===== src/hw/rtl/rbsm_pkg.sv =====
// Shared constants and types for the region box sum and mean block.
// Holds the configuration register codes; no dependencies.
package rbsm_pkg;

	localparam int CFG_INDEX_W = 3;

	typedef logic [CFG_INDEX_W-1:0] cfg_index_t;

	localparam cfg_index_t REG_MIDDLE_SIZE  = 3'd0;
	localparam cfg_index_t REG_INNER_SIZE   = 3'd1;
	localparam cfg_index_t REG_OUTER_BEGIN  = 3'd2;
	localparam cfg_index_t REG_MIDDLE_BEGIN = 3'd3;
	localparam cfg_index_t REG_INNER_BEGIN  = 3'd4;
	localparam cfg_index_t REG_OUTER_LIMIT  = 3'd5;
	localparam cfg_index_t REG_MIDDLE_LIMIT = 3'd6;
	localparam cfg_index_t REG_INNER_LIMIT  = 3'd7;

endpackage


===== src/hw/rtl/rbsm_fifo.sv =====
// Small register queue between the front and back parts.
// No package dependencies.
module rbsm_fifo #(
	parameter int WIDTH = 8,
	parameter int DEPTH = 2
) (
	input  logic             clk,
	input  logic             arst_n,
	input  logic             push,
	input  logic [WIDTH-1:0] wdata,
	output logic             full,
	input  logic             pop,
	output logic [WIDTH-1:0] rdata,
	output logic             empty
);
	localparam int PTR_W = (DEPTH > 1) ? $clog2(DEPTH) : 1;
	localparam int CNT_W = $clog2(DEPTH + 1);

	logic [WIDTH-1:0] mem_q [DEPTH];
	logic [PTR_W-1:0] wr_ptr_q, rd_ptr_q;
	logic [CNT_W-1:0] count_q;
	logic             do_push, do_pop;

	assign full    = (count_q == CNT_W'(DEPTH));
	assign empty   = (count_q == '0);
	assign do_push = push && !full;
	assign do_pop  = pop && !empty;
	assign rdata   = mem_q[rd_ptr_q];

	always_ff @(posedge clk or negedge arst_n) begin
		if (!arst_n) begin
			wr_ptr_q <= '0;
			rd_ptr_q <= '0;
			count_q  <= '0;
		end else begin
			if (do_push) begin
				wr_ptr_q <= (wr_ptr_q == PTR_W'(DEPTH - 1)) ? '0 : wr_ptr_q + 1'b1;
			end
			if (do_pop) begin
				rd_ptr_q <= (rd_ptr_q == PTR_W'(DEPTH - 1)) ? '0 : rd_ptr_q + 1'b1;
			end
			if (do_push && !do_pop) begin
				count_q <= count_q + 1'b1;
			end else if (do_pop && !do_push) begin
				count_q <= count_q - 1'b1;
			end
		end
	end

	always_ff @(posedge clk) begin
		if (do_push) begin
			mem_q[wr_ptr_q] <= wdata;
		end
	end

endmodule


===== src/hw/rtl/rbsm_front.sv =====
// Front part: configuration registers, raster index tracking and saturating sums.
// Depends on rbsm_pkg; pushes one record per array into the middle queue.
module rbsm_front #(
	parameter int SAMPLE_WIDTH = 16,
	parameter int AXIS_WIDTH   = 12
) (
	input  logic                                  clk,
	input  logic                                  arst_n,
	input  logic                                  cfg_we,
	input  rbsm_pkg::cfg_index_t                  cfg_index,
	input  logic [AXIS_WIDTH:0]                   cfg_data,
	input  logic                                  accept,
	input  logic signed [SAMPLE_WIDTH-1:0]        original_sample,
	input  logic signed [SAMPLE_WIDTH-1:0]        decoded_sample,
	input  logic                                  last_element,
	output logic                                  rec_push,
	output logic [((SAMPLE_WIDTH + 3*AXIS_WIDTH > 63) ? 63 : SAMPLE_WIDTH + 3*AXIS_WIDTH)*2
		+ 3*AXIS_WIDTH:0]                         rec_data
);
	import rbsm_pkg::*;

	localparam int SUM_W   = (SAMPLE_WIDTH + 3*AXIS_WIDTH > 63) ? 63
		: SAMPLE_WIDTH + 3*AXIS_WIDTH;
	localparam int COUNT_W = 3*AXIS_WIDTH + 1;
	localparam int AW      = AXIS_WIDTH;

	logic [AW:0]   middle_size_q, inner_size_q;
	logic [AW-1:0] outer_begin_q, middle_begin_q, inner_begin_q;
	logic [AW:0]   outer_limit_q, middle_limit_q, inner_limit_q;

	logic [AW-1:0]             outer_q, middle_q, inner_q;
	logic signed [SUM_W-1:0]   orig_acc_q, dec_acc_q;
	logic [COUNT_W-1:0]        count_q;

	logic                      in_box;
	logic signed [SUM_W-1:0]   orig_next, dec_next;
	logic [COUNT_W-1:0]        count_next;
	logic [AW:0]               inner_ext, middle_ext;
	logic [AW:0]               inner_inc, middle_inc;

	function automatic logic signed [SUM_W-1:0] sat_add(
		input logic signed [SUM_W-1:0]        acc,
		input logic signed [SAMPLE_WIDTH-1:0] x
	);
		logic signed [SUM_W:0] r;
		r = {acc[SUM_W-1], acc} + {{(SUM_W + 1 - SAMPLE_WIDTH){x[SAMPLE_WIDTH-1]}}, x};
		if (r[SUM_W] != r[SUM_W-1]) begin
			return r[SUM_W] ? {1'b1, {(SUM_W-1){1'b0}}} : {1'b0, {(SUM_W-1){1'b1}}};
		end
		return r[SUM_W-1:0];
	endfunction

	function automatic logic [AW:0] extent(input logic [AW:0] size);
		if (size == '0) begin
			return (AW+1)'(1);
		end
		if (size > {1'b1, {AW{1'b0}}}) begin
			return {1'b1, {AW{1'b0}}};
		end
		return size;
	endfunction

	assign in_box = (outer_q >= outer_begin_q) && ({1'b0, outer_q} < outer_limit_q)
		&& (middle_q >= middle_begin_q) && ({1'b0, middle_q} < middle_limit_q)
		&& (inner_q >= inner_begin_q) && ({1'b0, inner_q} < inner_limit_q);

	always_comb begin
		orig_next  = orig_acc_q;
		dec_next   = dec_acc_q;
		count_next = count_q;
		if (in_box) begin
			orig_next = sat_add(orig_acc_q, original_sample);
			dec_next  = sat_add(dec_acc_q, decoded_sample);
			if (count_q != '1) begin
				count_next = count_q + 1'b1;
			end
		end
	end

	assign inner_ext  = extent(inner_size_q);
	assign middle_ext = extent(middle_size_q);
	assign inner_inc  = {1'b0, inner_q} + 1'b1;
	assign middle_inc = {1'b0, middle_q} + 1'b1;

	assign rec_push = accept && last_element;
	assign rec_data = {orig_next, dec_next, count_next};

	always_ff @(posedge clk or negedge arst_n) begin
		if (!arst_n) begin
			middle_size_q  <= (AW+1)'(1);
			inner_size_q   <= (AW+1)'(1);
			outer_begin_q  <= '0;
			middle_begin_q <= '0;
			inner_begin_q  <= '0;
			outer_limit_q  <= {1'b1, {AW{1'b0}}};
			middle_limit_q <= {1'b1, {AW{1'b0}}};
			inner_limit_q  <= {1'b1, {AW{1'b0}}};
		end else if (cfg_we) begin
			case (cfg_index)
				REG_MIDDLE_SIZE:  middle_size_q  <= cfg_data;
				REG_INNER_SIZE:   inner_size_q   <= cfg_data;
				REG_OUTER_BEGIN:  outer_begin_q  <= cfg_data[AW-1:0];
				REG_MIDDLE_BEGIN: middle_begin_q <= cfg_data[AW-1:0];
				REG_INNER_BEGIN:  inner_begin_q  <= cfg_data[AW-1:0];
				REG_OUTER_LIMIT:  outer_limit_q  <= cfg_data;
				REG_MIDDLE_LIMIT: middle_limit_q <= cfg_data;
				REG_INNER_LIMIT:  inner_limit_q  <= cfg_data;
				default: ;
			endcase
		end
	end

	always_ff @(posedge clk or negedge arst_n) begin
		if (!arst_n) begin
			outer_q    <= '0;
			middle_q   <= '0;
			inner_q    <= '0;
			orig_acc_q <= '0;
			dec_acc_q  <= '0;
			count_q    <= '0;
		end else if (accept) begin
			if (last_element) begin
				outer_q    <= '0;
				middle_q   <= '0;
				inner_q    <= '0;
				orig_acc_q <= '0;
				dec_acc_q  <= '0;
				count_q    <= '0;
			end else begin
				orig_acc_q <= orig_next;
				dec_acc_q  <= dec_next;
				count_q    <= count_next;
				if (inner_inc >= inner_ext) begin
					inner_q <= '0;
					if (middle_inc >= middle_ext) begin
						middle_q <= '0;
						outer_q  <= outer_q + 1'b1;
					end else begin
						middle_q <= middle_inc[AW-1:0];
					end
				end else begin
					inner_q <= inner_inc[AW-1:0];
				end
			end
		end
	end

endmodule


===== src/hw/rtl/rbsm_div.sv =====
// Bit-serial restoring divider: signed sum by unsigned count, one quotient bit per cycle.
// No package dependencies; clamps the quotient to the sample range.
module rbsm_div #(
	parameter int SAMPLE_WIDTH = 16,
	parameter int AXIS_WIDTH   = 12
) (
	input  logic                                  clk,
	input  logic                                  arst_n,
	input  logic                                  start,
	input  logic signed [((SAMPLE_WIDTH + 3*AXIS_WIDTH > 63) ? 63
		: SAMPLE_WIDTH + 3*AXIS_WIDTH)-1:0]       dividend,
	input  logic [3*AXIS_WIDTH:0]                 divisor,
	output logic                                  busy,
	output logic signed [SAMPLE_WIDTH-1:0]        mean
);
	localparam int SUM_W   = (SAMPLE_WIDTH + 3*AXIS_WIDTH > 63) ? 63
		: SAMPLE_WIDTH + 3*AXIS_WIDTH;
	localparam int COUNT_W = 3*AXIS_WIDTH + 1;
	localparam int CNT_W   = $clog2(SUM_W + 1);
	localparam int SW      = SAMPLE_WIDTH;

	logic [CNT_W-1:0]   cnt_q;
	logic [SUM_W-1:0]   quo_q;
	logic [COUNT_W-1:0] rem_q, den_q;
	logic               neg_q, zero_q;

	logic [COUNT_W:0]   trial, diff;
	logic               ge;
	logic [SUM_W-1:0]   mag;

	assign busy  = (cnt_q != '0);
	assign mag   = dividend[SUM_W-1] ? (~dividend + 1'b1) : dividend;
	assign trial = {rem_q, quo_q[SUM_W-1]};
	assign ge    = (trial >= {1'b0, den_q});
	assign diff  = trial - {1'b0, den_q};

	always_ff @(posedge clk or negedge arst_n) begin
		if (!arst_n) begin
			cnt_q <= '0;
		end else if (start) begin
			cnt_q <= CNT_W'(SUM_W);
		end else if (busy) begin
			cnt_q <= cnt_q - 1'b1;
		end
	end

	always_ff @(posedge clk) begin
		if (start) begin
			quo_q  <= mag;
			rem_q  <= '0;
			den_q  <= divisor;
			neg_q  <= dividend[SUM_W-1];
			zero_q <= (divisor == '0);
		end else if (busy) begin
			rem_q <= ge ? diff[COUNT_W-1:0] : trial[COUNT_W-1:0];
			quo_q <= {quo_q[SUM_W-2:0], ge};
		end
	end

	always_comb begin
		if (zero_q) begin
			mean = '0;
		end else if (quo_q[SUM_W-1:SW-1] != '0) begin
			mean = neg_q ? {1'b1, {(SW-1){1'b0}}} : {1'b0, {(SW-1){1'b1}}};
		end else begin
			mean = neg_q ? (~quo_q[SW-1:0] + 1'b1) : quo_q[SW-1:0];
		end
	end

endmodule


===== src/hw/rtl/rbsm_back.sv =====
// Back part: takes a record from the middle queue, runs both divisions, holds the result.
// Depends on rbsm_div; result register drives the output queue ports.
module rbsm_back #(
	parameter int SAMPLE_WIDTH = 16,
	parameter int AXIS_WIDTH   = 12
) (
	input  logic                                  clk,
	input  logic                                  arst_n,
	input  logic                                  rec_empty,
	input  logic [((SAMPLE_WIDTH + 3*AXIS_WIDTH > 63) ? 63 : SAMPLE_WIDTH + 3*AXIS_WIDTH)*2
		+ 3*AXIS_WIDTH:0]                         rec_data,
	output logic                                  rec_pop,
	input  logic                                  pop,
	output logic                                  empty,
	output logic signed [((SAMPLE_WIDTH + 3*AXIS_WIDTH > 63) ? 63
		: SAMPLE_WIDTH + 3*AXIS_WIDTH)-1:0]       original_total,
	output logic signed [((SAMPLE_WIDTH + 3*AXIS_WIDTH > 63) ? 63
		: SAMPLE_WIDTH + 3*AXIS_WIDTH)-1:0]       decoded_total,
	output logic signed [SAMPLE_WIDTH-1:0]        original_mean,
	output logic signed [SAMPLE_WIDTH-1:0]        decoded_mean,
	output logic [3*AXIS_WIDTH:0]                 element_count
);
	localparam int SUM_W   = (SAMPLE_WIDTH + 3*AXIS_WIDTH > 63) ? 63
		: SAMPLE_WIDTH + 3*AXIS_WIDTH;
	localparam int COUNT_W = 3*AXIS_WIDTH + 1;

	localparam logic ST_IDLE = 1'b0;
	localparam logic ST_DIV  = 1'b1;

	logic                      state_q;
	logic signed [SUM_W-1:0]   orig_total_q, dec_total_q;
	logic [COUNT_W-1:0]        count_q;
	logic                      out_valid_q;
	logic signed [SUM_W-1:0]   rec_orig, rec_dec;
	logic [COUNT_W-1:0]        rec_count;
	logic                      busy_orig, busy_dec;
	logic signed [SAMPLE_WIDTH-1:0] mean_orig, mean_dec;
	logic                      out_free, load_out;

	assign {rec_orig, rec_dec, rec_count} = rec_data;

	assign rec_pop  = (state_q == ST_IDLE) && !rec_empty;
	assign out_free = !out_valid_q || pop;
	assign load_out = (state_q == ST_DIV) && !busy_orig && !busy_dec && out_free;
	assign empty    = !out_valid_q;

	rbsm_div #(
		.SAMPLE_WIDTH(SAMPLE_WIDTH),
		.AXIS_WIDTH  (AXIS_WIDTH)
	) u_div_orig (
		.clk     (clk),
		.arst_n  (arst_n),
		.start   (rec_pop),
		.dividend(rec_orig),
		.divisor (rec_count),
		.busy    (busy_orig),
		.mean    (mean_orig)
	);

	rbsm_div #(
		.SAMPLE_WIDTH(SAMPLE_WIDTH),
		.AXIS_WIDTH  (AXIS_WIDTH)
	) u_div_dec (
		.clk     (clk),
		.arst_n  (arst_n),
		.start   (rec_pop),
		.dividend(rec_dec),
		.divisor (rec_count),
		.busy    (busy_dec),
		.mean    (mean_dec)
	);

	always_ff @(posedge clk or negedge arst_n) begin
		if (!arst_n) begin
			state_q     <= ST_IDLE;
			out_valid_q <= 1'b0;
		end else begin
			case (state_q)
				ST_IDLE: begin
					if (rec_pop) begin
						state_q <= ST_DIV;
					end
				end
				ST_DIV: begin
					if (load_out) begin
						state_q <= ST_IDLE;
					end
				end
				default: state_q <= ST_IDLE;
			endcase
			if (load_out) begin
				out_valid_q <= 1'b1;
			end else if (pop) begin
				out_valid_q <= 1'b0;
			end
		end
	end

	always_ff @(posedge clk) begin
		if (rec_pop) begin
			orig_total_q <= rec_orig;
			dec_total_q  <= rec_dec;
			count_q      <= rec_count;
		end
		if (load_out) begin
			original_total <= orig_total_q;
			decoded_total  <= dec_total_q;
			element_count  <= count_q;
			original_mean  <= mean_orig;
			decoded_mean   <= mean_dec;
		end
	end

endmodule


===== src/hw/rtl/region_box_sum_and_mean.sv =====
// Top level of the region box sum and mean block.
// Depends on rbsm_pkg, rbsm_front, rbsm_fifo, rbsm_back.
//
//   channel   handshake            payload
//   input     push / full          original_sample, decoded_sample, last_element
//   result    empty / pop          original_total, decoded_total, original_mean,
//                                  decoded_mean, element_count
//   config    cfg_we               cfg_index, cfg_data
//
// One input transaction per cycle while the middle queue has room.
// A result is set by the bit-serial dividers, which work through the SUM_W-bit sums
// (SUM_W = 52 at the default widths); the back takes no new array until it has loaded the last result.
// full rises only when two finished arrays wait in the middle queue; the input then stalls.
// Reset clears indices, sums, queues and configuration registers; no clearing pass is needed.
module region_box_sum_and_mean #(
	parameter int SAMPLE_WIDTH = 16,
	parameter int AXIS_WIDTH   = 12
) (
	input  logic                                  clk,
	input  logic                                  arst_n,
	input  logic                                  cfg_we,
	input  rbsm_pkg::cfg_index_t                  cfg_index,
	input  logic [AXIS_WIDTH:0]                   cfg_data,
	input  logic                                  push,
	output logic                                  full,
	input  logic signed [SAMPLE_WIDTH-1:0]        original_sample,
	input  logic signed [SAMPLE_WIDTH-1:0]        decoded_sample,
	input  logic                                  last_element,
	input  logic                                  pop,
	output logic                                  empty,
	output logic signed [((SAMPLE_WIDTH + 3*AXIS_WIDTH > 63) ? 63
		: SAMPLE_WIDTH + 3*AXIS_WIDTH)-1:0]       original_total,
	output logic signed [((SAMPLE_WIDTH + 3*AXIS_WIDTH > 63) ? 63
		: SAMPLE_WIDTH + 3*AXIS_WIDTH)-1:0]       decoded_total,
	output logic signed [SAMPLE_WIDTH-1:0]        original_mean,
	output logic signed [SAMPLE_WIDTH-1:0]        decoded_mean,
	output logic [3*AXIS_WIDTH:0]                 element_count
);
	import rbsm_pkg::*;

	localparam int SUM_W   = (SAMPLE_WIDTH + 3*AXIS_WIDTH > 63) ? 63
		: SAMPLE_WIDTH + 3*AXIS_WIDTH;
	localparam int COUNT_W = 3*AXIS_WIDTH + 1;
	localparam int REC_W   = 2*SUM_W + COUNT_W;

	logic             accept;
	logic             rec_push, rec_pop, rec_empty;
	logic [REC_W-1:0] rec_wdata, rec_rdata;

	assign accept = push && !full;

	rbsm_front #(
		.SAMPLE_WIDTH(SAMPLE_WIDTH),
		.AXIS_WIDTH  (AXIS_WIDTH)
	) u_front (
		.clk            (clk),
		.arst_n         (arst_n),
		.cfg_we         (cfg_we),
		.cfg_index      (cfg_index),
		.cfg_data       (cfg_data),
		.accept         (accept),
		.original_sample(original_sample),
		.decoded_sample (decoded_sample),
		.last_element   (last_element),
		.rec_push       (rec_push),
		.rec_data       (rec_wdata)
	);

	rbsm_fifo #(
		.WIDTH(REC_W),
		.DEPTH(2)
	) u_fifo (
		.clk   (clk),
		.arst_n(arst_n),
		.push  (rec_push),
		.wdata (rec_wdata),
		.full  (full),
		.pop   (rec_pop),
		.rdata (rec_rdata),
		.empty (rec_empty)
	);

	rbsm_back #(
		.SAMPLE_WIDTH(SAMPLE_WIDTH),
		.AXIS_WIDTH  (AXIS_WIDTH)
	) u_back (
		.clk           (clk),
		.arst_n        (arst_n),
		.rec_empty     (rec_empty),
		.rec_data      (rec_rdata),
		.rec_pop       (rec_pop),
		.pop           (pop),
		.empty         (empty),
		.original_total(original_total),
		.decoded_total (decoded_total),
		.original_mean (original_mean),
		.decoded_mean  (decoded_mean),
		.element_count (element_count)
	);

endmodule


===== config.mk =====
export PLATFORM = sky130hd
export DESIGN_NAME = region_box_sum_and_mean
export DESIGN_NICKNAME = d
export VERILOG_FILES = /design/src/hw/rtl/rbsm_pkg.sv /design/src/hw/rtl/rbsm_fifo.sv /design/src/hw/rtl/rbsm_front.sv /design/src/hw/rtl/rbsm_div.sv /design/src/hw/rtl/rbsm_back.sv /design/src/hw/rtl/region_box_sum_and_mean.sv
export SDC_FILE = /design/constraint.sdc
export NUM_CORES = 2
export LEC_CHECK = 0
export ABC_CLOCK_PERIOD_IN_PS = 13100
export BUFFER_PORTS_ARGS = -buffer_cell sky130_fd_sc_hd__buf_4
export CORE_MARGIN = 2
export CORE_UTILIZATION = 25
export DETAILED_ROUTE_END_ITERATION = 7
export GPL_TIMING_DRIVEN = 0
export MAX_ROUTING_LAYER = met4
export PLACE_DENSITY = 0.42
export SLEW_MARGIN = 15
export SYNTH_ARGS = -nofsm -noshare
export SYNTH_HDL_FRONTEND = slang
export SYNTH_SLANG_ARGS = --single-unit

===== constraint.sdc =====
create_clock -name clk -period 13.1 [get_ports clk]
set_input_delay 0.655 -clock clk [delete_from_list [all_inputs] [get_ports clk]]
set_output_delay 0.655 -clock clk [all_outputs]
set_load 0.1 [all_outputs]

==> impl_metrics.tcl <==
set metrics [dict create \
    maxCapViolCount 0 \
    port_buffers 228 \
    wl_per_cell_um 22.86 \
    p_leak_nw 27.56 \
    clock_path_buffers 3 \
    relSlewSlack 0.04469 \
    drtIter0Drc 3760 \
    start_kind "flop" \
    fin_setup_tns_ns 0 \
    drtAntennaViolNets 0 \
    skew_ns 0.04889 \
    cp.arrival_ns 7.70 \
    worstPathRequired_ns 13.64 \
    netSwitchingFraction 0.3643 \
    postCtsResizedCells 0 \
    h-tree-depth 4 \
    coreArea_sq_mm 0.2323 \
    ys_ff_latch 1071 \
    postCtsSetupRepairBufs 0 \
    cp-startpoint "u_fifo.rd_ptr_q" \
    root_buffer "clkbuf_16" \
    synth_cells 5577 \
    min_from "cfg_data[8]" \
    cp_max_fo 11 \
    grt_max_degree 97 \
    cts_tree "done" \
    worstReg2RegEnd "u_back.u_div_dec.quo_q[44]" \
    dpl.hpwl_um 159300 \
    r2r_slack_ns 5.94 \
    synthDistinctLibCells 99 \
    final_layout_size_suffix_gt1_frac 0.1282 \
    ys.flop_type "edfxtp_1" \
    wirelength_um 208900 \
    synthTopCellsByCount "701 x edfxtp_1, 589 x nand2_1, 476 x o21ai_0" \
    die_h_um 487.0 \
    p_seq_frac 0.368 \
    synth_top_area_share 0.3610 \
    crit_path_end_kind "flop" \
    yosysWarnings 0 \
    grt_use_total 0.1777 \
    grt_pass1_vias 43790 \
    die_w_um 487.0 \
    antenna_found_initial 14 \
    rsz0062_at_grt "no" \
    fmax_ghz 0.1397 \
    firstDrtPassIters 6 \
    p_per_area_mw_per_mm2 184.8 \
    path_class "flop to flop" \
    hold_viol_final 0 \
    post-route-period-util 0.5466 \
    dpl_worst_slack_ns 5.751 \
    r2r_start "u_fifo.rd_ptr_q" \
    insertion_delay_ns 0.81 \
    synth-edff-count 701 \
    power.share.clock 0.299 \
    p_int_mw 8.123 \
    ir_drop_mv 0.1104 \
    synth_area_sq_mm 0.05831 \
    period_needed_ns 7.160 \
    pwr-share-comb 0.332 \
    grt_pass1_wl_um 304100 \
    async_flop_share 0.2764 \
    syn_nets 5919 \
    outcome "finished clean" \
    path_clk_slew_ns 0.06 \
    finalWorstSetupSlack_ns 5.940 \
    hp-class "input pin to flop" \
    power_switching_mw 4.655 \
    postCtsHoldBufs 2 \
    drv_slew 0 \
    gp_congestion 0.8974 \
    synth_most_common_cell "edfxtp_1" \
    start_util 0.2510 \
    num_vias 44770 \
    synth.area.top_cells "edfxtp_1 36%, dfrtp_1 12%, ha_1 6.1%, o21ai_0 4.1%, mux2_2 4.0%" \
    drc 0 \
    pin_count 229 \
    endpoint "u_back.u_div_dec.quo_q[44]" \
    setup_viol 0 \
    synth_top_cell_by_area "edfxtp_1" \
    area_growth_pct 18.59 \
    cts_sinks 1071 \
    dieArea_sq_mm 0.2371 \
    total_power_mw 12.78 \
    worst-r2r-cell-count 20 \
    yosysSeqAreaShare 0.5135 \
    rows 177 \
    drt-vias-per-instance 4.899 \
    cts_inserted_buffers 136 \
    grt_overflow 0 \
    finalNetCount 6315 \
    tightestPinTransition_ns 1.418 \
    avgSynthCellArea_sq_um 10.46 \
]
## flip-flops by register name (all words and copies together) (netlist names), 13 cells and up
signal	cells
u_back.dec_total_q	52
u_back.decoded_mean	16
u_back.decoded_total	52
u_back.element_count	37
u_back.orig_total_q	52
u_back.original_mean	16
u_back.original_total	52
u_back.u_div_dec.quo_q	52
u_back.u_div_dec.rem_q	37
u_back.u_div_orig.den_q	37
u_back.u_div_orig.quo_q	52
u_back.u_div_orig.rem_q	37
u_fifo.mem_q	282
u_front.count_q	37
u_front.dec_acc_q	52
u_front.inner_limit_q	13
u_front.inner_size_q	13
u_front.middle_limit_q	13
u_front.middle_size_q	13
u_front.orig_acc_q	52
u_front.outer_limit_q	13
## logic make-up (layout without fill, tap and decap cells)
family	count (synthesis)	in the layout	synth area share
buffers and inverters	526	1034	0.03517
AO/OA/AOI/OAI	1450	1450	0.1570
adder cells (fa/ha/maj)	291	291	0.06283
multiplexers	264	264	0.04974
AND/OR/NAND/NOR	1666	1666	0.1353
flip-flops	1071	1071	0.5135
other	0	12	0
XOR/XNOR	309	309	0.04641
## per-stage QoR
step / instance area (sq um) / util / hold slack [ns] / instances
2_1_floorplan: 58310 / - / 0.3594 / 5577
3_3_place_gp: 63830 / 0.2748 / 0.4062 / 8848
3_5_place_dp: 64580 / 0.2780 / 0.4061 / 8876
4_1_cts: 69110 / 0.2975 / 0.1687 / 9128
5_1_grt: 69140 / 0.2976 / 0.1995 / 9134
6_report: 69150 / 0.2977 / 0.2310 / 9140
## worst min-delay path by stage
stage          depth (start not counted)  slack, ns                   endpoint
4_1_cts                                3       0.17  u_front.outer_begin_q[11]
6_report                               3       0.23   u_front.inner_begin_q[8]
2_1_floorplan                          0       0.36         u_back.out_valid_q
3_3_place_gp                           0       0.41  u_back.original_total[30]
3_5_place_dp                           0       0.41  u_back.original_total[11]
5_1_grt                                3       0.20   u_front.inner_begin_q[8]
## cell type report
| class | count | area (sq um) |
|---|---|---|
| plain buffers | 279 | 1127 |
| clock inverters | 64 | 748.2 |
| flip-flops and latches | 1071 | 29950 |
| repair buffers | 258 | 2427 |
| well taps | 3043 | 3807 |
| clock buffers | 186 | 3766 |
| diodes | 12 | 30.03 |
| inverters | 247 | 927.1 |
| multi-input cells | 3980 | 26370 |
| fillers | 24130 | 163200 |
## power groups by stage
stage	clock, mW	combinational, mW	sequential [mW]
CTS	3.95	4.27	4.71
floorplan	0	2.91	4.63
detailed placement	0	4.25	4.77
global placement	0	4.18	4.83
global route	4.07	4.69	4.77
finish	3.82	4.25	4.71
## routing by layer
layer | track usage | wire (um) | vias to the layer above
met5 | - | 0 | -
met4 | 0.04852 | 5374 | 0
met3 | 0.02444 | 8868 | 252
met2 | 0.2711 | 94160 | 960
met1 | 0.2461 | 100500 | 22170
li1 | - | - | 21400
## placed cells by master (no fill, tap or decap), drive strengths merged, types with 51 or more instances in the layout
master  netlist  final
xnor2       204    204
a21oi       291    291
o21ai       518    518
or3          51     51
nand3       139    139
edfxtp      701    701
nor3        116    116
buf          60    316
inv         246    254
nand4        84     84
mux2i        58     58
a31oi        58     58
o31ai        53     53
a211oi       83     83
dfxtp        74     74
nand2       590    590
dfrtp       291    291
ha          284    284
nor2        369    369
clkbuf      219    405
a21o        111    111
mux2        206    206
xor2        105    105
## worst max-delay path, cell delays in order (launching register included)
cell and delay, ns:
dfrtp_1 0.50, buf_4 0.33, buf_2 0.35, buf_2 0.44, buf_2 0.52, buf_2 0.44, buf_2 0.40, buf_4 0.37
buf_2 0.52, mux2_2 0.44, inv_1 0.07, ha_1 0.24, o21ai_0 0.14, nand4bb_1 0.49, nor2_1 0.34, nand2_1 0.18
nor4_1 0.40, nand2_1 0.17, o21ai_1 0.19, xnor2_1 0.09, mux2_2 0.26
No activity file was read; power rests on OpenSTA's default activity.
